`config.mk`:
```
export PLATFORM = sky130hd
export DESIGN_NAME = ubd_regs
export DESIGN_NICKNAME = d
export VERILOG_FILES = /design/src/rtl/ubd_pkg.sv /design/src/rtl/ubd_regs.sv
export SDC_FILE = /design/constraint.sdc
export NUM_CORES = 1
export LEC_CHECK = 0
export BUFFER_PORTS_ARGS = -buffer_cell sky130_fd_sc_hd__buf_4
export CORE_UTILIZATION = 34
export CTS_CLUSTER_SIZE = 8
export DETAILED_ROUTE_END_ITERATION = 6
export GPL_ROUTABILITY_DRIVEN = 0
export PLACE_DENSITY = 0.79
export SKIP_CTS_REPAIR_TIMING = 1
export SLEW_MARGIN = 20
export SYNTH_ARGS = -nofsm -noshare
export SYNTH_HDL_FRONTEND = slang
export SYNTH_SLANG_ARGS = --single-unit
```
`constraint.sdc`:
```
create_clock -name clk -period 1.1 [get_ports clk]
set_input_delay 0.11 -clock clk [delete_from_list [all_inputs] [get_ports clk]]
set_output_delay 0.11 -clock clk [all_outputs]
set_load 0.1 [all_outputs]
```
`src/rtl/ubd_pkg.sv`:
```
// Shared constants, types and helper functions for the baud divisor calculator.
package ubd_pkg;

    // Field and datapath widths
    localparam int BAUD_W          = 24;
    localparam int CLK_W           = 24;
    localparam int WORD_W          = 26;
    localparam int ERR_W           = 2;
    localparam int NUM_W           = 30;
    localparam int DEN_W           = 26;
    localparam int QUO_W           = 28;
    localparam int MANT_W          = 22;
    localparam int FRAC_W          = 4;
    localparam int REM_W           = 7;
    localparam int FNUM_W          = 11;
    localparam int SHIFT_W         = 4;
    localparam int STEPS_PER_STAGE = 2;
    localparam int DIV_STAGES      = NUM_W / STEPS_PER_STAGE;

    // Register port
    localparam int APB_ADDR_W = 4;
    localparam int APB_DATA_W = 32;

    // Register indexes
    localparam logic [1:0] REG_CLOCK_SOURCE = 2'd0;
    localparam logic [1:0] REG_AHB_PRESCALE = 2'd1;
    localparam logic [1:0] REG_APB_LOW      = 2'd2;
    localparam logic [1:0] REG_APB_HIGH     = 2'd3;

    // Clock source codes
    localparam logic [1:0] SRC_INTERNAL = 2'd0;
    localparam logic [1:0] SRC_EXTERNAL = 2'd1;

    // Error codes
    localparam logic [ERR_W-1:0] ERR_NONE       = 2'd0;
    localparam logic [ERR_W-1:0] ERR_BAUD_ZERO  = 2'd1;
    localparam logic [ERR_W-1:0] ERR_BAD_SOURCE = 2'd2;

    // System clock frequencies
    localparam logic [CLK_W-1:0] SYS_CLK_INTERNAL = 24'd16000000;
    localparam logic [CLK_W-1:0] SYS_CLK_EXTERNAL = 24'd8000000;

    // Reciprocal of 25 for a 26-bit dividend, and of 100 for an 11-bit one
    localparam int               RECIP_25_W     = 27;
    localparam logic [26:0]      RECIP_25       = 27'd85899346;
    localparam int               RECIP_25_SHIFT = 31;
    localparam int               RECIP_25_PW    = DEN_W + RECIP_25_W;
    localparam logic [10:0]      RECIP_100       = 11'd1311;
    localparam int               RECIP_100_SHIFT = 17;
    localparam int               RECIP_100_PW    = 2 * FNUM_W;
    localparam logic [FNUM_W-1:0] ROUND_HALF     = 11'd50;

    typedef struct packed {
        logic [1:0] clock_source;
        logic [3:0] ahb_prescale_code;
        logic [2:0] apb_low_prescale_code;
        logic [2:0] apb_high_prescale_code;
    } ubd_cfg_t;

    typedef struct packed {
        logic [ERR_W-1:0] error_code;
        logic [CLK_W-1:0] bus_clock_hz;
        logic             oversample_by_eight;
    } ubd_side_t;

    // Numerator shifts out on the left while quotient bits shift in on the right
    typedef struct packed {
        logic [NUM_W-1:0] num;
        logic [DEN_W-1:0] rem;
        logic [DEN_W-1:0] den;
    } ubd_div_t;

    typedef struct packed {
        ubd_side_t side;
        ubd_div_t  div;
    } ubd_item_t;

    // AHB prescaler code to shift amount
    function automatic logic [SHIFT_W-1:0] ahb_shift(input logic [3:0] code);
        logic [SHIFT_W-1:0] s;
        case (code)
            4'd8:    s = 4'd1;
            4'd9:    s = 4'd2;
            4'd10:   s = 4'd3;
            4'd11:   s = 4'd4;
            4'd12:   s = 4'd6;
            4'd13:   s = 4'd7;
            4'd14:   s = 4'd8;
            4'd15:   s = 4'd9;
            default: s = 4'd0;
        endcase
        return s;
    endfunction

    // APB prescaler code to shift amount
    function automatic logic [2:0] apb_shift(input logic [2:0] code);
        logic [2:0] s;
        case (code)
            3'd4:    s = 3'd1;
            3'd5:    s = 3'd2;
            3'd6:    s = 3'd3;
            3'd7:    s = 3'd4;
            default: s = 3'd0;
        endcase
        return s;
    endfunction

    // One restoring division step
    function automatic ubd_div_t div_step(input ubd_div_t d);
        ubd_div_t         r;
        logic [DEN_W:0]   part;
        logic [DEN_W+1:0] diff;
        r     = d;
        part  = {d.rem, d.num[NUM_W-1]};
        diff  = {1'b0, part} - {2'b00, d.den};
        r.num = {d.num[NUM_W-2:0], ~diff[DEN_W+1]};
        r.rem = diff[DEN_W+1] ? part[DEN_W-1:0] : diff[DEN_W-1:0];
        return r;
    endfunction

endpackage

```
`src/rtl/ubd_regs.sv`:
```
// APB register file holding the clock source and prescaler codes.
module ubd_regs (
    input  logic                             clk,
    input  logic                             rst_n,
    input  logic                             psel,
    input  logic                             penable,
    input  logic                             pwrite,
    input  logic [ubd_pkg::APB_ADDR_W-1:0]   paddr,
    input  logic [ubd_pkg::APB_DATA_W-1:0]   pwdata,
    output logic [ubd_pkg::APB_DATA_W-1:0]   prdata,
    output logic                             pready,
    output ubd_pkg::ubd_cfg_t                cfg
);

    ubd_pkg::ubd_cfg_t cfg_reg;
    logic              wr_en;
    logic [1:0]        reg_idx;

    assign pready  = 1'b1;
    assign wr_en   = psel & penable & pwrite;
    assign reg_idx = paddr[3:2];
    assign cfg     = cfg_reg;

    // Write the addressed register
    always_ff @(posedge clk or negedge rst_n)
    begin
        if (!rst_n)
        begin
            cfg_reg <= '0;
        end
        else if (wr_en)
        begin
            case (reg_idx)
                ubd_pkg::REG_CLOCK_SOURCE: cfg_reg.clock_source <= pwdata[1:0];
                ubd_pkg::REG_AHB_PRESCALE: cfg_reg.ahb_prescale_code <= pwdata[3:0];
                ubd_pkg::REG_APB_LOW:      cfg_reg.apb_low_prescale_code <= pwdata[2:0];
                ubd_pkg::REG_APB_HIGH:     cfg_reg.apb_high_prescale_code <= pwdata[2:0];
                default:                   cfg_reg <= cfg_reg;
            endcase
        end
    end

    // Read back the addressed register
    always_comb
    begin
        case (reg_idx)
            ubd_pkg::REG_CLOCK_SOURCE: prdata = {30'd0, cfg_reg.clock_source};
            ubd_pkg::REG_AHB_PRESCALE: prdata = {28'd0, cfg_reg.ahb_prescale_code};
            ubd_pkg::REG_APB_LOW:      prdata = {29'd0, cfg_reg.apb_low_prescale_code};
            ubd_pkg::REG_APB_HIGH:     prdata = {29'd0, cfg_reg.apb_high_prescale_code};
            default:                   prdata = '0;
        endcase
    end

endmodule

```
# --- Yosys cells after proc, flatten, opt, wreduce, memory -nomap -nowiden ---
# Index checks and enable logic that the tools add are counted.
classes:
  n_mux: 1
  n_reduce_logical: 5
  eq_ne: 3
  bitwise_logic: 2
ops:
  columns: ["operator", "n"]
  rows:
  - ["32-bit one-hot mux with 4 select lines", 1]
  - ["2-bit AND reduction", 4]
  - ["2-bit == test (second input constant)", 2]
  - ["1-bit bitwise AND", 2]
  - ["2-bit by 1-bit == test with 1-bit output (second input constant)", 1]
  - ["2-bit logical NOT", 1]
totals:
  output_inout_bits: 45
  reg_bits: 12

# --- Logic depth before layout (Yosys ltp) ---
depth:
  depth_word: 3
  ltp_mapped: 4
  ltp_nobuf: 3

# --- Worst setup path before layout ---
# OpenSTA, ideal clock, no wires.
synth_timing:
  path_type: "reg2out"
  start: "reg cfg_reg, in the netlist cfg[8]"
  end: "out prdata[2] (netlist name)"
  arrival_time_ns: 3.148
  path_stages_with_launch: 3
  setup_slack_ns: -2.158
  n_path_buf: 0
  required_ns: 0.990
  cell_sequence: "dfrtp_1 -> nand2_1 -> o21ai_0"
synth_via:
  elab_chain_cells: 1
synth_lines:
  columns: ["item", "line", "rtl"]
  rows:
  - ["from (decl)", "ubd_regs.sv:15", "ubd_pkg::ubd_cfg_t cfg_reg;"]
  - ["from (signal assigned)", "ubd_regs.sv:38", "default: cfg_reg <= cfg_reg;"]
  - ["32-bit one-hot mux with 4 select lines", "ubd_regs.sv:46", "case (reg_idx)"]
  - ["to (decl)", "ubd_regs.sv:10", "output logic [ubd_pkg::APB_DATA_W-1:0] prdata,"]
# Every way passes these cells. The select of a mux whose other input is x is not followed.

# --- Worst setup path in the final report ---
layout_timing:
  start: "reg cfg_reg, in the netlist cfg[1]"
  end: "out prdata[1] (netlist name)"
# The elaborated chain is that of the path after synthesis.

==> run metrics <==
Startpoint Class flop; count of state elements after synthesis 12; cells after synthesis 70; final net count 153; Yosys top cell by area dfrtp_1; GR Overflow Total 0; final worst slack -0.467 ns; Ys Warns 0; ratio of cells with drive above 1 in the final layout 69.1%; sequential share of the synthesized area a little under two fifths; Die H 50.9 microns; Pre-Repair DR Iteration Count 2; internal power 1.48 mW; Net Sw Frac 56.4%; clock skew 0 ns; H-tree Lvls 1; Netlist cell types 15; Sw Pwr 1.92 mW; num ports 86; critical path class flop to primary output; unrepaired setup endpoints after global routing yes; Port Buffers 26; Mean Syn Cell Area 11.6 sq um; Synth-to-Final Area Change 59.0%; Largest register FFs 12; die area 0.00260 sq mm; routed vias 566; largest net degree at the start of global routing 13; Final Cell Area 0.00129 sq mm; first-pass GRT wire length 2460 microns; core area 0.00223 sq mm; DRC violation count after routing 0; PD cells 2630 mW/mm^2; Clock power frac about 8%; ANT cells 0; CP startpoint cfg[1]; Routed WL per cell around 12 microns; Root Driver clkbuf_4; die extent in x 50.9 microns; maximum vdd drop 1.80 mV; post-route ant nets 0; Post-DP HPWL 1210 microns; largest cells by area after synthesis dfrtp_1, buf_4, mux2_2; DP Area 0.00106 sq mm; Post-synth EDFFs 0; Final setup violation count 8; Clock Sinks 12; Leak 0.618 nW; Hold Path Class input pin to flop; most frequent cell after synthesis buf_4; maxcap violations 0; Tcrit/Tclk final 142%; CP endpoint kind primary output; fin crit period 1.57 ns; Worst R2R Start cfg[0]; Synth Flop Type dfrtp_1; final WL 1700 microns; DR iter-0 viols 3; WP data required 0.99 ns; Max Root-Sink Buffers 2; Setup Total Neg Slack -1.61 ns; number of placement rows 17; Fill cells roughly 190; initial core utilization between 30% and 40%; worst-skew pair later-pin latency 0.28 ns; Commonest cells post-synth buf_4, dfrtp_1, mux2_2, mux2_4, nand2_1; vias in the first global route between 500 and 600; synthesized area 815 sq um; failing checks setup timing; CP Data Arrival Time 1.46 ns; TritonCTS clock tree built; worst-path fanout max 2; Synth top area share 36.9%; Gate power share 72.4%; final hold violations 0; Reg clk slew, reported paths around 0.080 ns; Overall Global Routing Usage 13.1%; Tot Pwr roughly 3.4 mW; final slew viol count 0; fmax 0.638 GHz; Seq pwr share 19.4%; initial antenna violation count 0; fraction of registers with async set/reset 100%; CTS Buf Count 3; worst hold path startpoint pwdata[3]; vias per cell 4.10; status finished with violations
[power by group through the flow]
stage | clock network [mW] | registers, mW | logic (mW)
6_report | 0.280 | 0.661 | 2.46
5_1_grt | 0.290 | 0.675 | 2.53
4_1_cts | 0.284 | 0.647 | 2.07
3_5_place_dp | 0 | 0.655 | 2.06
3_3_place_gp | 0 | 0.644 | 2.05
2_1_floorplan | 0 | 1.43 | 0.940
[layout make-up]
type / count / area [sq um] / area share, %
Clock buffer: 3 / 22.5 / 1.74
Multi-Input combinational cell: 54 / 405 / 31.3
Sequential cell: 12 / 330 / 25.5
Tap cell: 28 / 35.0 / 2.71
Timing Repair Buffer: 41 / 502 / 38.7
[final timing paths]
kind,slack [ns],cells after the start,end
min in group asynchronous,0.21,2,cfg[1]
max in group asynchronous,0.71,2,cfg[3]
worst max register to register,0.11,2,cfg[0]
worst max-delay path,-0.47,2,prdata[1]
worst min register to register,0.59,1,cfg[9]
worst min-delay path,0.06,2,cfg[9]
[logic make-up after synthesis]
| group | after synthesis | share of synthesized area [%] |
|---|---|---|
| other | 2 | 0.922 |
| DFF | 12 | 36.9 |
| and+or+nand+nor | 9 | 7.68 |
| AOI/OAI and AO/OA | 1 | 0.614 |
| buffers and inverters | 31 | 29.0 |
| muxes | 15 | 24.9 |
[cell usage in the layout, fill, tap and decap left out]
cell type / Yosys / routed
and3b_4: 0 / 1
buf_12: 0 / 12
buf_4: 30 / 17
buf_6: 1 / 11
clkbuf_4: 0 / 3
conb_1: 2 / 29
dfrtp_2: 0 / 6
dfrtp_4: 0 / 6
dlygate4sd3_1: 0 / 1
mux2_2: 10 / 9
mux2_4: 3 / 4
mux4_2: 2 / 2
nand2_1: 3 / 2
nand2_4: 0 / 1
nand3_2: 1 / 1
nor2_1: 1 / 1
nor3_1: 1 / 1
nor3b_2: 1 / 1
o21ai_4: 0 / 1
or3b_4: 1 / 1
[metrics by stage]
step | cells | setup slack, ns | hold WS (ns) | util (%)
detailed placement | 134 | -0.191 | -0.0411 | 47.5
CTS | 137 | -0.502 | -0.343 | 48.5
finish | 138 | -0.467 | 0.0597 | 58.0
floorplan | 97 | -0.400 | -0.186 | -
global placement | 134 | -0.174 | -0.0429 | 47.5
global route | 138 | -0.482 | 0.0787 | 58.0
[routing by layer]
| metal | global-route usage (%) | share of wire, % |
|---|---|---|
| met3 | 4.17 | 9.2 |
| met2 | 20.8 | 50 |
| met4 | 6.94 | 1.4 |
| met5 | 0 | 0 |
| met1 | 15.6 | 39 |
[critical path, stage by stage (launching register included)]
cell,delay [ns]
dfrtp_4,0.47
mux4_2,0.50
buf_6,0.20
(Power assumes the default switching activity.)
