--- src/rtl/ubd_pkg.sv ---
// Shared constants, types and helper functions for the baud divisor calculator.
package ubd_pkg;

    // Field and datapath widths
    localparam int BAUD_W          = 24;
    localparam int CLK_W           = 24;
    localparam int WORD_W          = 26;
    localparam int ERR_W           = 2;
    localparam int NUM_W           = 30;
    localparam int DEN_W           = 26;
    localparam int QUO_W           = 28;
    localparam int MANT_W          = 22;
    localparam int FRAC_W          = 4;
    localparam int REM_W           = 7;
    localparam int FNUM_W          = 11;
    localparam int SHIFT_W         = 4;
    localparam int STEPS_PER_STAGE = 2;
    localparam int DIV_STAGES      = NUM_W / STEPS_PER_STAGE;

    // Register port
    localparam int APB_ADDR_W = 4;
    localparam int APB_DATA_W = 32;

    // Register indexes
    localparam logic [1:0] REG_CLOCK_SOURCE = 2'd0;
    localparam logic [1:0] REG_AHB_PRESCALE = 2'd1;
    localparam logic [1:0] REG_APB_LOW      = 2'd2;
    localparam logic [1:0] REG_APB_HIGH     = 2'd3;

    // Clock source codes
    localparam logic [1:0] SRC_INTERNAL = 2'd0;
    localparam logic [1:0] SRC_EXTERNAL = 2'd1;

    // Error codes
    localparam logic [ERR_W-1:0] ERR_NONE       = 2'd0;
    localparam logic [ERR_W-1:0] ERR_BAUD_ZERO  = 2'd1;
    localparam logic [ERR_W-1:0] ERR_BAD_SOURCE = 2'd2;

    // System clock frequencies
    localparam logic [CLK_W-1:0] SYS_CLK_INTERNAL = 24'd16000000;
    localparam logic [CLK_W-1:0] SYS_CLK_EXTERNAL = 24'd8000000;

    // Reciprocal of 25 for a 26-bit dividend, and of 100 for an 11-bit one
    localparam int               RECIP_25_W     = 27;
    localparam logic [26:0]      RECIP_25       = 27'd85899346;
    localparam int               RECIP_25_SHIFT = 31;
    localparam int               RECIP_25_PW    = DEN_W + RECIP_25_W;
    localparam logic [10:0]      RECIP_100       = 11'd1311;
    localparam int               RECIP_100_SHIFT = 17;
    localparam int               RECIP_100_PW    = 2 * FNUM_W;
    localparam logic [FNUM_W-1:0] ROUND_HALF     = 11'd50;

    typedef struct packed {
        logic [1:0] clock_source;
        logic [3:0] ahb_prescale_code;
        logic [2:0] apb_low_prescale_code;
        logic [2:0] apb_high_prescale_code;
    } ubd_cfg_t;

    typedef struct packed {
        logic [ERR_W-1:0] error_code;
        logic [CLK_W-1:0] bus_clock_hz;
        logic             oversample_by_eight;
    } ubd_side_t;

    // Numerator shifts out on the left while quotient bits shift in on the right
    typedef struct packed {
        logic [NUM_W-1:0] num;
        logic [DEN_W-1:0] rem;
        logic [DEN_W-1:0] den;
    } ubd_div_t;

    typedef struct packed {
        ubd_side_t side;
        ubd_div_t  div;
    } ubd_item_t;

    // AHB prescaler code to shift amount
    function automatic logic [SHIFT_W-1:0] ahb_shift(input logic [3:0] code);
        logic [SHIFT_W-1:0] s;
        case (code)
            4'd8:    s = 4'd1;
            4'd9:    s = 4'd2;
            4'd10:   s = 4'd3;
            4'd11:   s = 4'd4;
            4'd12:   s = 4'd6;
            4'd13:   s = 4'd7;
            4'd14:   s = 4'd8;
            4'd15:   s = 4'd9;
            default: s = 4'd0;
        endcase
        return s;
    endfunction

    // APB prescaler code to shift amount
    function automatic logic [2:0] apb_shift(input logic [2:0] code);
        logic [2:0] s;
        case (code)
            3'd4:    s = 3'd1;
            3'd5:    s = 3'd2;
            3'd6:    s = 3'd3;
            3'd7:    s = 3'd4;
            default: s = 3'd0;
        endcase
        return s;
    endfunction

    // One restoring division step
    function automatic ubd_div_t div_step(input ubd_div_t d);
        ubd_div_t         r;
        logic [DEN_W:0]   part;
        logic [DEN_W+1:0] diff;
        r     = d;
        part  = {d.rem, d.num[NUM_W-1]};
        diff  = {1'b0, part} - {2'b00, d.den};
        r.num = {d.num[NUM_W-2:0], ~diff[DEN_W+1]};
        r.rem = diff[DEN_W+1] ? part[DEN_W-1:0] : diff[DEN_W-1:0];
        return r;
    endfunction

endpackage

--- src/rtl/ubd_prep.sv ---
// Front stage: derive the bus clock, form the scaled numerator and the denominator.
module ubd_prep (
    input  logic                           clk,
    input  logic                           rst_n,
    input  ubd_pkg::ubd_cfg_t              cfg,
    input  logic                           in_valid,
    output logic                           in_ready,
    input  logic [ubd_pkg::BAUD_W-1:0]     baud_rate,
    input  logic                           oversample_by_eight,
    input  logic                           on_second_bus,
    output logic                           out_valid,
    input  logic                           out_ready,
    output ubd_pkg::ubd_item_t             out_item
);

    logic                              valid_reg;
    ubd_pkg::ubd_item_t                item_reg;
    ubd_pkg::ubd_item_t                item_next;
    logic                              src_ok;
    logic [ubd_pkg::CLK_W-1:0]         sys_clk;
    logic [ubd_pkg::SHIFT_W-1:0]       shift_amt;
    logic [2:0]                        apb_code;
    logic [ubd_pkg::CLK_W-1:0]         bus_clk;
    logic [ubd_pkg::NUM_W-1:0]         bus_wide;

    assign in_ready  = !valid_reg || out_ready;
    assign out_valid = valid_reg;
    assign out_item  = item_reg;

    // Pick the bus clock and build the division operands
    always_comb
    begin
        src_ok    = (cfg.clock_source == ubd_pkg::SRC_INTERNAL) ||
                    (cfg.clock_source == ubd_pkg::SRC_EXTERNAL);
        sys_clk   = (cfg.clock_source == ubd_pkg::SRC_INTERNAL) ?
                    ubd_pkg::SYS_CLK_INTERNAL : ubd_pkg::SYS_CLK_EXTERNAL;
        apb_code  = on_second_bus ? cfg.apb_high_prescale_code : cfg.apb_low_prescale_code;
        shift_amt = ubd_pkg::ahb_shift(cfg.ahb_prescale_code) +
                    {1'b0, ubd_pkg::apb_shift(apb_code)};
        bus_clk   = sys_clk >> shift_amt;
        bus_wide  = ubd_pkg::NUM_W'(bus_clk);

        item_next.div.num = (bus_wide << 4) + (bus_wide << 3) + bus_wide;
        item_next.div.rem = '0;
        item_next.div.den = oversample_by_eight ? {1'b0, baud_rate, 1'b0} : {baud_rate, 2'b00};

        item_next.side.oversample_by_eight = oversample_by_eight;
        item_next.side.bus_clock_hz        = src_ok ? bus_clk : '0;
        if (!src_ok)
        begin
            item_next.side.error_code = ubd_pkg::ERR_BAD_SOURCE;
        end
        else if (baud_rate == '0)
        begin
            item_next.side.error_code = ubd_pkg::ERR_BAUD_ZERO;
        end
        else
        begin
            item_next.side.error_code = ubd_pkg::ERR_NONE;
        end
    end

    // Advance the valid bit
    always_ff @(posedge clk or negedge rst_n)
    begin
        if (!rst_n)
        begin
            valid_reg <= 1'b0;
        end
        else if (in_ready)
        begin
            valid_reg <= in_valid;
        end
    end

    // Load the request
    always_ff @(posedge clk)
    begin
        if (in_valid && in_ready)
        begin
            item_reg <= item_next;
        end
    end

endmodule

--- config.mk ---
export PLATFORM = sky130hd
export DESIGN_NAME = ubd_prep
export DESIGN_NICKNAME = d
export VERILOG_FILES = /design/src/rtl/ubd_pkg.sv /design/src/rtl/ubd_prep.sv
export SDC_FILE = /design/constraint.sdc
export NUM_CORES = 1
export LEC_CHECK = 0
export ABC_AREA = 1
export BUFFER_PORTS_ARGS = -buffer_cell sky130_fd_sc_hd__buf_2
export CORE_MARGIN = 4
export CORE_UTILIZATION = 55
export CTS_CLUSTER_DIAMETER = 200
export DETAILED_ROUTE_END_ITERATION = 12
export PLACE_DENSITY = 0.78
export SLEW_MARGIN = 20
export SYNTH_ARGS = -nofsm -noshare
export SYNTH_HDL_FRONTEND = slang
export SYNTH_SLANG_ARGS = --single-unit
--- constraint.sdc ---
create_clock -name clk -period 5.9 [get_ports clk]
set_input_delay 0.295 -clock clk [delete_from_list [all_inputs] [get_ports clk]]
set_output_delay 0.295 -clock clk [all_outputs]
set_load 0.02 [all_outputs]
**Word-level counts from Yosys, hierarchy flattened**

Memory sizes are Yosys's and may differ from the RTL's.
Cells that the tools add are included.

- Add/sub/neg operators: 3
- Eq/ne operators: 5
- Shift-type cells: 1
- Muxes and demuxes: 5
- Reduce and logical (&&, ||, !) cells: 6

Operators with widths:

| operator | count |
|---|---|
| $add A29 B24 Y30 | 1 |
| $add A28 B27 Y29 | 1 |
| $mux W25 | 1 |
| $logic_not A24 Y1 | 1 |
| $mux W24 | 1 |
| $shr A24 B4 Y24 | 1 |
| $eq A3 B3 Y1 const B | 4 |
| $pmux W3 S4 | 1 |
| $add A4 B3 Y4 | 1 |
| $mux W3 | 1 |
| $eq A2 B1 Y1 const B | 1 |
| $logic_not A2 Y1 | 1 |
| $logic_or A1 B1 Y1 | 2 |
| $logic_and A1 B1 Y1 | 1 |
| $logic_not A1 Y1 | 1 |
| $mux W1 | 1 |

- Flip-flop bits (word level): 84
- Bits in read-only memories: 64
- Bits of input ports: 42
- Output and inout bits: 111
- Memories: 1

Memory list:

| memory | depth | bits a word | read ports | clocked after Yosys merged registers in | wr ports | line | text |
|---|---|---|---|---|---|---|---|
| (no name shown) | 16 | 4 | 1 | 0 | 0 | ubd_pkg.sv:81 | `case (code)` |

**Longest topological paths before layout**

- Depth in word-level cells: 7
- Mapped depth: 33
- Mapped depth without buffers: 33

**Least setup slack after synthesis**

Ideal clock, no wire load.

- Path kind: reg2reg
- From: reg valid_reg, in the netlist out_valid
- To: reg item_reg (netlist bit out_item[100]) (enable)
- Library setup time: 0.547 ns
- Data arrival time: 4.435 ns
- Slack: 0.918 ns
- Cell stages (with the launch flop): 2
- Buffers on the path: 0
- Clock period less this slack: 4.982 ns
- Path through: dfrtp_1 a21oi_1

- Cells in the longest elaborated chain, start to end: 3

RTL lines:

| item | line | text |
|---|---|---|
| start: declaration | ubd_prep.sv:16 | `logic valid_reg;` |
| start signal: assignment | ubd_prep.sv:72 | `valid_reg <= in_valid;` |
| $logic_not A1 Y1 | ubd_prep.sv:26 | `assign in_ready = !valid_reg \|\| out_ready;` |
| $logic_or A1 B1 Y1 | ubd_prep.sv:26 |  |
| $logic_and A1 B1 Y1 | ubd_prep.sv:79 | `if (in_valid && in_ready)` |
| end signal: assignment | ubd_prep.sv:81 | `item_reg <= item_next;` |
| end: declaration | ubd_prep.sv:17 | `ubd_pkg::ubd_item_t item_reg;` |

No other way between the ends.
A chain may end at the register's enable or synchronous reset.

==> flow_results.org <==
** Floorplanning
- Area of the die :: 0.0141 mm2
- Initial Utilization :: 0.561
- Core box area :: 0.0120 mm2
- Die width :: 119 um
- 153 I/O pins were placed.
- Die Y :: 119 um
- The initialized floorplan defines 40 standard-cell rows.

** Power
- Dividing total power by cell area gives a power density of 483 mW/mm2.
- Of the total power, registers draw 0.235.
- Of the total power, the share spent switching nets is 0.485.
- In this run the power spent charging and discharging nets is 1.79 mW.
- Maximum vdd ir drop :: 0.335 mV
- The share of total power dissipated in the clock network is 0.155.
- The analysis attributes to cell leakage a power of 4.19 nW.
- Tot Pwr :: 3.69 mW
- Internal power summed over all cells :: 1.90 mW
- The share of total power dissipated in combinational logic is 0.610.

** Clocking
- CTS saw 82 sinks.
- The tree is rooted in a sky130_fd_sc_hd__clkbuf_16.
- TritonCTS created 9 clock buffers.
- Hold buffers post-CTS :: 1
- Clock latency reported for the late side of the worst-skew pair :: 0.35 ns
- Clock tree from TritonCTS :: built
- Clock transition at the registers of the reported paths :: 0.06 ns
- The number of gates resized after CTS was 0.
- Once the clock tree was built, the setup fixing pass inserted 0 buffers.
- Counting along the longest clock path gives a buffer depth of 2.
- H-tree depth reported by CTS :: 3

** STA
- Across all hold checks on the routed design, the worst slack comes to 0.183 ns.
- Endpoints failing hold :: 0
- Setup violations remaining at the end of the flow were counted as 0.
- Timing would allow up to 221 MHz.
- Worst clock skew on the final layout :: 0.00792 ns
- Crit share post-route :: 0.766
- Pin slew with the least headroom to its limit :: 1.01 ns
- Worst max-slew margin expressed relative to the limit :: 0.327
- Setup total negative slack on the finished layout was measured at 0 ns.
- Number of max-slew violations in the final report :: 0
- Setup repair after global routing left no endpoint under its margin.
- Counting I/O delays and the setup requirement, the final critical path takes 4.52 ns.

** Logic synthesis
- Average instance area after synthesis :: 7.35 um2
- Cells after Synth :: 917
- Cell area after synthesis :: 0.00674 mm2
- Of all flip-flops after synthesis, the portion carrying an async set or reset was 0.0122.
- Most used DFF post-synth :: sky130_fd_sc_hd__edfxtp_1
- Fraction of the yosys area taken by sequential cells :: 0.365
- Number of flops mapped to enable cells by yosys :: 81
- In this run, synthesis produced a sequential element count of 82.
- The Yosys step of the flow raised 0 warnings.
- The number of different library cells used by synthesis comes to 33.

** Global route
- Summed over all layers, the global routing overflow is 0.
- Vias in the first global route :: 5453
- Wire length of the first global-routing pass :: 25900 um
- Largest net degree at the start of global routing :: 82
- GRT Total Usage :: 0.225
- Antenna violations before repair :: 0

** Worst setup path
- The worst setup path is launched from a primary input.
- Data on the critical path is required at its endpoint by 6.00 ns.
- The critical path is of the in2reg type.
- Counting cells, the worst reg-to-reg path comes to 2.
- In this run the critical register-to-register path is captured at out_item[75].
- Along the worst path, the maximum fanout reaches 20.
- Worst EP arrival :: 4.62 ns
- Critical path endpoint category :: register
- Across all register-to-register paths, the minimum setup slack is 4.13 ns.
- Worst reg2reg path startpoint :: out_valid

** Run status
- Result of the run :: finished clean

** Final layout
- Leading cell type in the layout, fill and taps excluded :: sky130_fd_sc_hd__nand2_1
- In the final layout, the share of cells above drive strength 1 is 0.182.
- Excluding fillers, the count of instances in the completed layout stands at 1186.
- Compared with the post-synthesis result, the final layout area differs by 13.2%.
- Total Nets Final :: 1132
- Once layout is complete, the utilization of the core stands at 0.635.
- Layout filler cell count :: 1089
- Most frequent cells in the layout :: sky130_fd_sc_hd__nand2_1 (331), sky130_fd_sc_hd__inv_1 (137), sky130_fd_sc_hd__buf_2 (124), sky130_fd_sc_hd__nor2_1 (81), sky130_fd_sc_hd__edfxtp_1 (81)
- Number of antenna repair diodes :: 0

** Drt
- Post-DRT Antenna Nets :: 0
- Routed len/inst :: 13.1 um
- After detailed routing, the total wire length is 15600 um.
- Post-detailed-route DRC marker count :: 0
- The first TritonRoute pass finished after 5 iterations.
- Vias per cell :: 4.94
- For this block, the initial DRC count from the detailed router was 449.
- Total number of vias :: 5854

** Place
- The count of buffers added on input and output ports is 124.
- Routability-driven placement finished with a final weighted congestion of 0.978.
- After detailed placement, the design holds a cell count of 1169.
- Detail Placement HPWL :: 12100 um

** Min path
- The tightest min-delay check is of the in2reg type.
- The startpoint identified for the worst hold timing path is in_valid.
- Endpoint, Worst Hold :: out_valid
- Along the worst hold path, the cell count comes to 3.

** Run
- Max-cap violations in this run came to 0.
-- Yosys cell counts, types with 2 or more instances --
library cell | instances | area [um2]
sky130_fd_sc_hd__mux2i_1 | 2 | 20.0
sky130_fd_sc_hd__xor2_1 | 13 | 114
sky130_fd_sc_hd__a21oi_1 | 22 | 110
sky130_fd_sc_hd__fa_1 | 8 | 160
sky130_fd_sc_hd__nand2_2 | 20 | 125
sky130_fd_sc_hd__nand3_1 | 36 | 180
sky130_fd_sc_hd__buf_6 | 8 | 90.1
sky130_fd_sc_hd__nand2_1 | 331 | 1240
sky130_fd_sc_hd__o21bai_1 | 9 | 67.6
sky130_fd_sc_hd__edfxtp_1 | 81 | 2430
sky130_fd_sc_hd__clkbuf_1 | 9 | 33.8
sky130_fd_sc_hd__buf_4 | 29 | 218
sky130_fd_sc_hd__ha_1 | 48 | 601
sky130_fd_sc_hd__nor4_1 | 3 | 18.8
sky130_fd_sc_hd__mux2_2 | 3 | 33.8
sky130_fd_sc_hd__inv_2 | 9 | 33.8
sky130_fd_sc_hd__nor2_1 | 81 | 304
sky130_fd_sc_hd__nand3_2 | 3 | 30.0
sky130_fd_sc_hd__inv_1 | 137 | 514
sky130_fd_sc_hd__nand4_1 | 8 | 50.1
sky130_fd_sc_hd__nor2_2 | 2 | 12.5
sky130_fd_sc_hd__o21ai_2 | 4 | 35.0
sky130_fd_sc_hd__nand2_4 | 5 | 56.3
sky130_fd_sc_hd__o21ai_0 | 24 | 120
sky130_fd_sc_hd__o21ai_1 | 5 | 25.0
sky130_fd_sc_hd__nor3_1 | 10 | 50.1
-- cells by family after synthesis --
| group | Yosys count | share of synthesized area |
|---|---|---|
| AOI/OAI and AO/OA | 66 | 0.0555 |
| xor gates and xnor gates | 13 | 0.0169 |
| other | 1 | 0.000556 |
| adders and majority gates | 56 | 0.113 |
| buffers and inverters | 193 | 0.133 |
| and+or+nand+nor | 501 | 0.309 |
| muxes | 5 | 0.00798 |
| DFF | 82 | 0.365 |
-- final cells by class --
type | instances | area [um2] | share of cell area
Clock buffer | 9 | 225 | 0.0295
Clock inverter | 7 | 76.3 | 0.0100
Inverter | 146 | 548 | 0.0718
Multi-Input combinational cell | 669 | 3500 | 0.459
Sequential cell | 82 | 2460 | 0.322
Tap cell | 147 | 184 | 0.0241
Timing Repair Buffer | 126 | 638 | 0.0836
-- state kept, by name (all words and copies together), names as in the netlist --
signal	count
out_item	81
out_valid	1
-- how the worst max path moves through the flow --
stage,from,to,slack (ns),cells past startpoint
final,on_second_bus,out_item[75],1.38,19
after global routing,on_second_bus,out_item[75],0.99,19
after CTS,on_second_bus,out_item[73],1.45,20
after detailed placement,on_second_bus,out_item[73],1.10,20
after global placement,on_second_bus,out_item[74],1.13,20
after floorplan,out_valid,out_item[100],0.92,1
-- layer usage --
layer | GRT usage | up-vias | part of all wire
met5 | 0 | - | 0
met4 | 0.0789 | 0 | 0.017
met3 | 0.0507 | 20 | 0.078
met2 | 0.367 | 234 | 0.45
met1 | 0.294 | 2546 | 0.45
li1 | - | 3054 | -
-- power groups by stage --
stage	combinational (mW)	clock [mW]	sequential, mW
after floorplan	1.56	0	1.02
after global placement	2.20	0	0.878
after detailed placement	2.22	0	0.877
after CTS	2.24	0.583	0.868
after global routing	2.56	0.607	0.876
final	2.25	0.572	0.866
-- through the flow --
stage	area [um2]	worst slack [ns]
floorplan	6840	0.918
finish	7630	1.38
detailed placement	7320	1.10
global placement	7320	1.13
global route	7630	0.992
CTS	7630	1.45
-- critical path, cell delays in order --
cell                       delay [ns]
sky130_fd_sc_hd__buf_2           0.13
sky130_fd_sc_hd__o21ai_0         0.33
sky130_fd_sc_hd__a21oi_1         0.11
sky130_fd_sc_hd__o21a_1          0.15
sky130_fd_sc_hd__fa_1            0.48
sky130_fd_sc_hd__nand2_1         0.10
sky130_fd_sc_hd__nand2_2         0.25
sky130_fd_sc_hd__o21ai_0         0.62
sky130_fd_sc_hd__nand2_1         0.09
sky130_fd_sc_hd__o21ai_0         0.14
sky130_fd_sc_hd__inv_1           0.16
sky130_fd_sc_hd__fa_1            0.48
sky130_fd_sc_hd__ha_1            0.37
sky130_fd_sc_hd__nand2_1         0.11
sky130_fd_sc_hd__nor2_1          0.28
sky130_fd_sc_hd__nand2_1         0.10
sky130_fd_sc_hd__nand3b_1        0.23
sky130_fd_sc_hd__nand4_1         0.14
sky130_fd_sc_hd__nand2_1         0.06
Power figures use the tool's default switching activity.
